## src/hdl/pdjv_pkg.sv

```systemverilog
// Shared types and constants for the per-joint PD velocity controller.
// Depends on nothing; every other file of the block uses it.
`timescale 1ns / 1ps
`default_nettype none

package pdjv_pkg;

  localparam int unsigned ANGLE_W = 24;
  localparam int unsigned ERR_W   = 25;
  localparam int unsigned GAIN_W  = 16;
  localparam int unsigned JOINT_W = 3;
  localparam int unsigned VEL_W   = 32;
  localparam int unsigned CIDX_W  = 3;

  // Configuration register indexes.
  localparam logic [CIDX_W-1:0] CFG_PROP_GAIN         = 3'd0;
  localparam logic [CIDX_W-1:0] CFG_SPECIAL_PROP_GAIN = 3'd1;
  localparam logic [CIDX_W-1:0] CFG_SPECIAL_JOINT     = 3'd2;
  localparam logic [CIDX_W-1:0] CFG_DERIV_GAIN        = 3'd3;
  localparam logic [CIDX_W-1:0] CFG_DEAD_BAND         = 3'd4;

  // Values after reset.
  localparam logic [GAIN_W-1:0]  RST_PROP_GAIN         = 16'd614;
  localparam logic [GAIN_W-1:0]  RST_SPECIAL_PROP_GAIN = 16'd896;
  localparam logic [JOINT_W-1:0] RST_SPECIAL_JOINT     = 3'd5;
  localparam logic [GAIN_W-1:0]  RST_DERIV_GAIN        = 16'd26;
  localparam logic [GAIN_W-1:0]  RST_DEAD_BAND         = 16'd128;

  typedef struct packed {
    logic [GAIN_W-1:0]  prop_gain;
    logic [GAIN_W-1:0]  special_prop_gain;
    logic [JOINT_W-1:0] special_joint;
    logic [GAIN_W-1:0]  deriv_gain;
    logic [GAIN_W-1:0]  dead_band;
  } cfg_t;

endpackage

`default_nettype wire

```

## src/hdl/pd_joint_velocity_control.sv

```systemverilog
// Per-joint PD velocity controller with deadband: top level.
// Input register, PD datapath, error store, config registers, result register.
// Depends on pdjv_pkg, pdjv_cfg, pdjv_err_store and pdjv_calc.
//
// The block takes one joint sample per word on the slave stream and returns one
// velocity command per word on the master stream, in the same order. Each word
// carries a joint index and the measured and target angles (8 fractional bits).
// The command is the negated PD output, rounded to 8 fractional bits and
// saturated to 32 bits; tuser flags a clipped value.
// The result word is presented once the result register has caught it; the
// sample is first held in the input register. While the sample sits there,
// the input register feeds the error, both gain products and the rounding, and
// the result register catches them when it is free. Throughput is one word
// per cycle while the receiver does not stall, set by the single
// read-modify-write of the per-joint error store, which is written as a word
// leaves the input register so the next word of the same joint already sees it.
// When the receiver stalls, the result register holds its word and the input
// register can still take one more word; the slave side then stops.
// Reset clears both stages, all stored previous errors and restores the
// register defaults. Configuration words are taken at any time (cfg_ready_o is
// always high) and should only be written while the block is idle.
`timescale 1ns / 1ps
`default_nettype none

module pd_joint_velocity_control #(
  parameter int unsigned NUM_JOINTS = 8
) (
  input  wire logic        clk_i,
  input  wire logic        rst_ni,
  // Configuration write channel.
  input  wire logic        cfg_valid_i,
  output logic             cfg_ready_o,
  input  wire logic [2:0]  cfg_index_i,
  input  wire logic [15:0] cfg_data_i,
  // Slave stream: joint samples.
  input  wire logic        s_axis_tvalid,
  output logic             s_axis_tready,
  // tdata: joint [2:0], measured_angle [26:3], target_angle [50:27], zero [55:51]
  input  wire logic [55:0] s_axis_tdata,
  // Master stream: velocity commands.
  output logic             m_axis_tvalid,
  input  wire logic        m_axis_tready,
  // tdata: joint_out [2:0], velocity [34:3], zero [39:35]
  output logic [39:0]      m_axis_tdata,
  // tuser: saturated [0]
  output logic [0:0]       m_axis_tuser
);

  pdjv_pkg::cfg_t cfg;

  // Input register stage.
  logic                                   in_valid_q;
  logic [pdjv_pkg::JOINT_W-1:0]           in_joint_q;
  logic signed [pdjv_pkg::ANGLE_W-1:0]    in_meas_q;
  logic signed [pdjv_pkg::ANGLE_W-1:0]    in_targ_q;

  // Result register stage.
  logic                                   out_valid_q;
  logic [pdjv_pkg::JOINT_W-1:0]           out_joint_q;
  logic signed [pdjv_pkg::VEL_W-1:0]      out_vel_q;
  logic                                   out_sat_q;

  logic signed [pdjv_pkg::ERR_W-1:0]      prev_err;
  logic signed [pdjv_pkg::ERR_W-1:0]      err;
  logic signed [pdjv_pkg::VEL_W-1:0]      velocity;
  logic                                   saturated;

  logic out_free;
  logic advance;
  logic in_accept;

  // The result register can take a word when it is empty or being emptied.
  assign out_free      = !out_valid_q || m_axis_tready;
  assign advance       = in_valid_q && out_free;
  assign s_axis_tready = !in_valid_q || out_free;
  assign in_accept     = s_axis_tvalid && s_axis_tready;

  pdjv_cfg u_cfg (
    .clk_i       (clk_i),
    .rst_ni      (rst_ni),
    .cfg_valid_i (cfg_valid_i),
    .cfg_ready_o (cfg_ready_o),
    .cfg_index_i (cfg_index_i),
    .cfg_data_i  (cfg_data_i),
    .cfg_o       (cfg)
  );

  pdjv_err_store #(
    .NUM_JOINTS (NUM_JOINTS)
  ) u_err_store (
    .clk_i      (clk_i),
    .rst_ni     (rst_ni),
    .rd_joint_i (in_joint_q),
    .rd_err_o   (prev_err),
    .wr_en_i    (advance),
    .wr_joint_i (in_joint_q),
    .wr_err_i   (err)
  );

  pdjv_calc u_calc (
    .cfg_i       (cfg),
    .joint_i     (in_joint_q),
    .measured_i  (in_meas_q),
    .target_i    (in_targ_q),
    .prev_err_i  (prev_err),
    .err_o       (err),
    .velocity_o  (velocity),
    .saturated_o (saturated)
  );

  // Control flags of both stages.
  always_ff @(posedge clk_i or negedge rst_ni) begin
    if (!rst_ni) begin
      in_valid_q  <= 1'b0;
      out_valid_q <= 1'b0;
    end else begin
      if (in_accept) begin
        in_valid_q <= 1'b1;
      end else if (advance) begin
        in_valid_q <= 1'b0;
      end
      if (advance) begin
        out_valid_q <= 1'b1;
      end else if (m_axis_tready) begin
        out_valid_q <= 1'b0;
      end
    end
  end

  // Payload registers need no reset.
  always_ff @(posedge clk_i) begin
    if (in_accept) begin
      in_joint_q <= s_axis_tdata[2:0];
      in_meas_q  <= s_axis_tdata[26:3];
      in_targ_q  <= s_axis_tdata[50:27];
    end
    if (advance) begin
      out_joint_q <= in_joint_q;
      out_vel_q   <= velocity;
      out_sat_q   <= saturated;
    end
  end

  assign m_axis_tvalid = out_valid_q;
  assign m_axis_tdata  = {5'd0, out_vel_q, out_joint_q};
  assign m_axis_tuser  = out_sat_q;

endmodule

`default_nettype wire

```

## src/hdl/pdjv_cfg.sv

```systemverilog
// Configuration register file of the PD velocity controller.
// Depends on pdjv_pkg for the register indexes, reset values and cfg_t.
`timescale 1ns / 1ps
`default_nettype none

module pdjv_cfg (
  input  wire logic                          clk_i,
  input  wire logic                          rst_ni,
  input  wire logic                          cfg_valid_i,
  output logic                               cfg_ready_o,
  input  wire logic [pdjv_pkg::CIDX_W-1:0]   cfg_index_i,
  input  wire logic [pdjv_pkg::GAIN_W-1:0]   cfg_data_i,
  output pdjv_pkg::cfg_t                     cfg_o
);

  pdjv_pkg::cfg_t cfg_q;
  pdjv_pkg::cfg_t cfg_d;

  assign cfg_ready_o = 1'b1;
  assign cfg_o       = cfg_q;

  always_comb begin
    cfg_d = cfg_q;
    if (cfg_valid_i) begin
      case (cfg_index_i)
        pdjv_pkg::CFG_PROP_GAIN:         cfg_d.prop_gain         = cfg_data_i;
        pdjv_pkg::CFG_SPECIAL_PROP_GAIN: cfg_d.special_prop_gain = cfg_data_i;
        pdjv_pkg::CFG_SPECIAL_JOINT:
          cfg_d.special_joint = cfg_data_i[pdjv_pkg::JOINT_W-1:0];
        pdjv_pkg::CFG_DERIV_GAIN:        cfg_d.deriv_gain        = cfg_data_i;
        pdjv_pkg::CFG_DEAD_BAND:         cfg_d.dead_band         = cfg_data_i;
        default:                         cfg_d                   = cfg_q;
      endcase
    end
  end

  always_ff @(posedge clk_i or negedge rst_ni) begin
    if (!rst_ni) begin
      cfg_q.prop_gain         <= pdjv_pkg::RST_PROP_GAIN;
      cfg_q.special_prop_gain <= pdjv_pkg::RST_SPECIAL_PROP_GAIN;
      cfg_q.special_joint     <= pdjv_pkg::RST_SPECIAL_JOINT;
      cfg_q.deriv_gain        <= pdjv_pkg::RST_DERIV_GAIN;
      cfg_q.dead_band         <= pdjv_pkg::RST_DEAD_BAND;
    end else begin
      cfg_q <= cfg_d;
    end
  end

endmodule

`default_nettype wire

```

## src/hdl/pdjv_err_store.sv

```systemverilog
// Per-joint store of the previous error, cleared at reset.
// Depends on pdjv_pkg for the joint and error widths.
`timescale 1ns / 1ps
`default_nettype none

module pdjv_err_store #(
  parameter int unsigned NUM_JOINTS = 8
) (
  input  wire logic                               clk_i,
  input  wire logic                               rst_ni,
  input  wire logic [pdjv_pkg::JOINT_W-1:0]       rd_joint_i,
  output logic signed [pdjv_pkg::ERR_W-1:0]       rd_err_o,
  input  wire logic                               wr_en_i,
  input  wire logic [pdjv_pkg::JOINT_W-1:0]       wr_joint_i,
  input  wire logic signed [pdjv_pkg::ERR_W-1:0]  wr_err_i
);

  localparam int unsigned IDX_W = (NUM_JOINTS > 1) ? $clog2(NUM_JOINTS) : 1;
  localparam int unsigned EXT_W = pdjv_pkg::JOINT_W + 2;

  logic signed [pdjv_pkg::ERR_W-1:0] err_q [NUM_JOINTS];

  logic [EXT_W-1:0] rd_ext;
  logic [EXT_W-1:0] wr_ext;
  logic [IDX_W-1:0] rd_idx;
  logic [IDX_W-1:0] wr_idx;
  logic             rd_in_range;
  logic             wr_in_range;

  assign rd_ext      = {2'b00, rd_joint_i};
  assign wr_ext      = {2'b00, wr_joint_i};
  assign rd_idx      = rd_ext[IDX_W-1:0];
  assign wr_idx      = wr_ext[IDX_W-1:0];
  assign rd_in_range = (rd_ext < EXT_W'(NUM_JOINTS));
  assign wr_in_range = (wr_ext < EXT_W'(NUM_JOINTS));

  // A joint beyond the store reads as zero and is never written.
  assign rd_err_o = rd_in_range ? err_q[rd_idx] : '0;

  always_ff @(posedge clk_i or negedge rst_ni) begin
    if (!rst_ni) begin
      for (int i = 0; i < NUM_JOINTS; i++) begin
        err_q[i] <= '0;
      end
    end else if (wr_en_i && wr_in_range) begin
      err_q[wr_idx] <= wr_err_i;
    end
  end

endmodule

`default_nettype wire

```

## src/hdl/pdjv_calc.sv

```systemverilog
// PD arithmetic: error with deadband, both products, rounding and saturation.
// Depends on pdjv_pkg for widths and the cfg_t register bundle.
`timescale 1ns / 1ps
`default_nettype none

module pdjv_calc (
  input  wire pdjv_pkg::cfg_t                     cfg_i,
  input  wire logic [pdjv_pkg::JOINT_W-1:0]       joint_i,
  input  wire logic signed [pdjv_pkg::ANGLE_W-1:0] measured_i,
  input  wire logic signed [pdjv_pkg::ANGLE_W-1:0] target_i,
  input  wire logic signed [pdjv_pkg::ERR_W-1:0]  prev_err_i,
  output logic signed [pdjv_pkg::ERR_W-1:0]       err_o,
  output logic signed [pdjv_pkg::VEL_W-1:0]       velocity_o,
  output logic                                    saturated_o
);

  logic signed [24:0] err_raw;
  logic signed [25:0] err_wide;
  logic signed [25:0] band;
  logic               in_band;
  logic signed [24:0] err;
  logic signed [25:0] diff;
  logic signed [16:0] p_gain;
  logic signed [16:0] d_gain;
  logic signed [41:0] p_term;
  logic signed [42:0] d_term;
  logic signed [43:0] sum;
  logic signed [44:0] neg;
  logic               no_sat;

  assign err_raw = {measured_i[pdjv_pkg::ANGLE_W-1], measured_i}
                 - {target_i[pdjv_pkg::ANGLE_W-1], target_i};
  assign err_wide = {err_raw[24], err_raw};
  assign band     = {10'd0, cfg_i.dead_band};
  // Magnitude strictly below the band is treated as no error.
  assign in_band  = (err_wide < band) && (err_wide > -band);
  assign err      = in_band ? '0 : err_raw;
  assign err_o    = err;

  assign diff   = {err[24], err} - {prev_err_i[24], prev_err_i};
  assign p_gain = (joint_i == cfg_i.special_joint) ? {1'b0, cfg_i.special_prop_gain}
                                                   : {1'b0, cfg_i.prop_gain};
  assign d_gain = {1'b0, cfg_i.deriv_gain};
  assign p_term = p_gain * err;
  assign d_term = d_gain * diff;
  assign sum    = {{2{p_term[41]}}, p_term} + {d_term[42], d_term};
  // Negate and add half an output LSB; the shift below floors.
  assign neg    = 45'sd128 - {sum[43], sum};

  // After the shift by 8, bits 36..31 must agree for the value to fit.
  assign no_sat = (neg[44:39] == 6'b000000) || (neg[44:39] == 6'b111111);

  always_comb begin
    if (no_sat) begin
      velocity_o  = neg[39:8];
      saturated_o = 1'b0;
    end else if (neg[44]) begin
      velocity_o  = {1'b1, {(pdjv_pkg::VEL_W-1){1'b0}}};
      saturated_o = 1'b1;
    end else begin
      velocity_o  = {1'b0, {(pdjv_pkg::VEL_W-1){1'b1}}};
      saturated_o = 1'b1;
    end
  end

endmodule

`default_nettype wire
```

## config.mk

```make
export PLATFORM = sky130hd
export DESIGN_NAME = pd_joint_velocity_control
export DESIGN_NICKNAME = d
export VERILOG_FILES = /design/src/hdl/pdjv_pkg.sv /design/src/hdl/pd_joint_velocity_control.sv /design/src/hdl/pdjv_cfg.sv /design/src/hdl/pdjv_err_store.sv /design/src/hdl/pdjv_calc.sv
export SDC_FILE = /design/constraint.sdc
export NUM_CORES = 2
export LEC_CHECK = 0
export BUFFER_PORTS_ARGS = -buffer_cell sky130_fd_sc_hd__buf_2
export CAP_MARGIN = 10
export CORE_AREA = 2 2 310 312
export CTS_CLUSTER_SIZE = 14
export DETAILED_ROUTE_END_ITERATION = 8
export DIE_AREA = 0 0 312 314
export PLACE_DENSITY = 0.69
export SYNTH_ARGS = -nofsm -noshare
export SYNTH_HDL_FRONTEND = slang
export SYNTH_HIERARCHICAL = 1
export SYNTH_SLANG_ARGS = --single-unit
```

## constraint.sdc

```tcl
create_clock -name clk_i -period 21 [get_ports clk_i]
set_clock_uncertainty 0.2 [all_clocks]
set_input_delay 3.15 -clock clk_i [delete_from_list [all_inputs] [get_ports clk_i]]
set_output_delay 3.15 -clock clk_i [all_outputs]
set_load 0.02 [all_outputs]
```

==> flow_metrics.py <==
metrics = {
    "synthesis": {
        "yosysUniqueCellTypes": 95,
        "netlist.area_leader.share_pct": 35.45,
        "seq_area_frac_synth_pct": 18.86,
        "synth_cells": 4856,
        "syn_avg_cell_area_sq_um": 10.22,
        "yosys.area.top_type": "fa_1",
        "synth_ff_type": "dfrtp_1",
        "netlist_area_sq_mm": 0.04963,
        "synthTopCellsByCount": "inv_1, fa_1, nand2_1, nor2_1, mux2_2",
        "async_reset_ff_share_pct": 75.56,
        "synthTopCellsByArea": "fa_1, dfrtp_1, inv_1",
        "ys_ff_latch": 356,
        "synth-edff-count": 87,
        "yosysWarningCount": 6,
        "synth.most_common_cell": "inv_1",
    },
    "sta": {
        "finalMaxSlewViolations": 0,
        "layout_min_cycle_time_ps": 19580,
        "maxSlewHeadroom_pct": 16.92,
        "worst_slack_ps": 1419,
        "period_share_pct": 93.24,
        "max_freq_mhz": 51.07,
        "fin_setup_tns_ps": 0,
        "worst_pin_slew_ps": 1237,
        "hold_violations": 0,
        "rsz0062_at_grt": "no",
        "finalSetupViolCount": 0,
    },
    "grt": {
        "grt_pass1_wl_mm": 198.4,
        "grt_start_max_net_pins": 164,
        "antenna_found_initial": 5,
        "grt-ovfl-total": 0,
        "grt_pass1_vias": 35953,
        "grt_use_total_pct": 26.00,
    },
    "cells_and_area": {
        "area_growth_pct": 6.406,
        "final_nets": 6121,
        "drive_gt1_share_pct": 13.21,
    },
    "clock_tree": {
        "clk_pin_slew_ps": 60,
        "htree_levels": 2,
        "postCtsSetupBuffers": 0,
        "cts_tree": "done",
        "cts_buffer_depth": 3,
        "cts_resized": 0,
        "clock-sinks": 356,
        "cts_hold_buf": 0,
        "cts_buffers": 41,
        "clock_latency_ps": 570,
        "clock-root-buffer": "clkbuf_16",
    },
    "floorplanning": {
        "core_area_sq_mm": 0.09445,
        "die_y_um": 314,
        "dieArea_sq_mm": 0.09797,
        "initial_core_util_pct": 52.55,
        "die-width_um": 312,
        "io_pins": 124,
        "std_cell_rows": 113,
    },
    "drt": {
        "dr.pass1.iters": 7,
        "antenna_left": 0,
        "viasPerCell": 5.471,
        "wl_per_cell_um": 19.89,
        "drt-initial-drc-count": 2351,
        "remaining_drc_errors": 0,
        "vias": 33727,
        "wl_mm": 122.6,
    },
    "setup_path": {
        "crit_slowest_cell": "nand2_1",
        "crit_path_end_kind": "flop",
        "cp-start-kind": "flop",
        "crit_type": "flop to flop",
        "required_ps": 21120,
        "r2r_end": "out_vel_q[29]",
        "ff2ff_setup_slack_ps": 1420,
        "cp_max_fo": 29,
        "cp_num_buf_inv": 9,
        "cpPeakStageDelay_ps": 770,
        "worst_r2r_path_depth": 67,
        "cp.arrival_ps": 19700,
        "r2r_start": "in_meas_q[0]",
        "path_delay_family": "compound AO/OA/AOI/OAI gates",
        "crit_top_cell": "fa_1",
    },
    "place": {
        "pre_cts_slack_ps": 1729,
        "dp_hpwl_mm": 98.46,
        "port_buffers": 112,
        "globalplace.congestion": 1.013,
    },
    "hold_path": {
        "min_to": "u_err_store/err_q[181]",
        "hold-path-cell-count": 1,
        "min_path_type": "flop to flop",
        "worstHoldStart": "u_err_store/err_q[181]",
    },
    "run_status": {
        "status": "complete, no violations",
    },
    "job": {
        "maxCapViolations": 0,
    },
}
worst register-to-register path, delay by kind of cell (launching register included):
| kind | cells | cell delay (ps) |
|---|---|---|
| xor+xnor | 1 | 250 |
| simple gates | 13 | 4010 |
| fa+ha+maj | 13 | 5650 |
| flops | 1 | 370 |
| buf+inv | 9 | 840 |
| compound gates | 31 | 8020 |
metrics by stage:
step           hold slack, ps  cells  utilization [%]  area (sq um)
5_1_grt                 304.4   6164            55.92         52810
3_5_place_dp            275.4   6090            54.49         51460
3_3_place_gp            263.9   6090            54.49         51460
6_report                294.9   6165            55.92         52810
4_1_cts                 288.4   6163            55.91         52810
2_1_floorplan           253.3   4860                -         49650
final cells by class:
type / count / area (sq um)
Multi-Input combinational cell: 3169 / 35260
Tap cell: 1265 / 1583
Fill cell: 8252 / 41630
Clock inverter: 19 / 190.2
Antenna cell: 2 / 5.005
Clock buffer: 54 / 1157
Sequential cell: 356 / 9361
Timing Repair Buffer: 170 / 1018
Inverter: 1130 / 4242
registers in the layout, indices dropped and copies added, names as in the netlist:
register / cells
in_joint_q: 3
in_valid_q: 1
u_cfg/cfg_o: 67
in_targ_q: 24
in_meas_q: 24
m_axis_tuser: 1
out_vel_q: 32
out_joint_q: 3
m_axis_tvalid: 1
u_err_store/err_q: 200
cells in the final DEF, fill, tap and decap left out, types with 45 or more instances in the layout:
cell type,count
buf_4,57
inv_1,1130
dfrtp_1,255
nor2b_1,45
edfxtp_1,87
mux2_2,300
ha_1,294
a21o_1,65
fa_1,879
and2_1,234
buf_2,111
a21oi_1,82
nand2_1,370
nor2_1,324
o21ai_0,63
xnor2_1,53
cells by family (layout without fill, tap and decap cells):
kind of cell	after synthesis	in the layout	share of synthesized area (%)
compound gates	360	360	5.012
xor+xnor	82	82	1.447
fa+ha+maj	1173	1173	42.87
buf+inv	1335	1373	10.51
flops	356	356	18.86
mux	368	368	9.668
other cells	2	8	0.01513
simple gates	1180	1180	11.62
worst max path at each step:
stage,end,slack (ps),startpoint,cells past startpoint
after floorplan,out_vel_q[29],4990,in_meas_q[0],70
after global placement,out_vel_q[29],1960,in_meas_q[0],67
after detailed placement,out_vel_q[29],1730,in_meas_q[0],67
after CTS,out_vel_q[29],1620,in_meas_q[0],67
after global routing,out_vel_q[29],40,in_meas_q[0],67
final,out_vel_q[29],1420,in_meas_q[0],67
per-layer routing:
layer / global-route usage (%) / share of wire [%] / up-vias
li1: - / - / 14976
met1: 35.18 / 42 / 17394
met2: 42.76 / 47 / 1153
met3: 5.329 / 7.7 / 202
met4: 7.397 / 2.9 / 2
met5: 0 / 0.011 / -
Power is left out: the tool's default activity adds up to more than one toggle a clock period on the data nets, which glitch-free logic cannot reach.
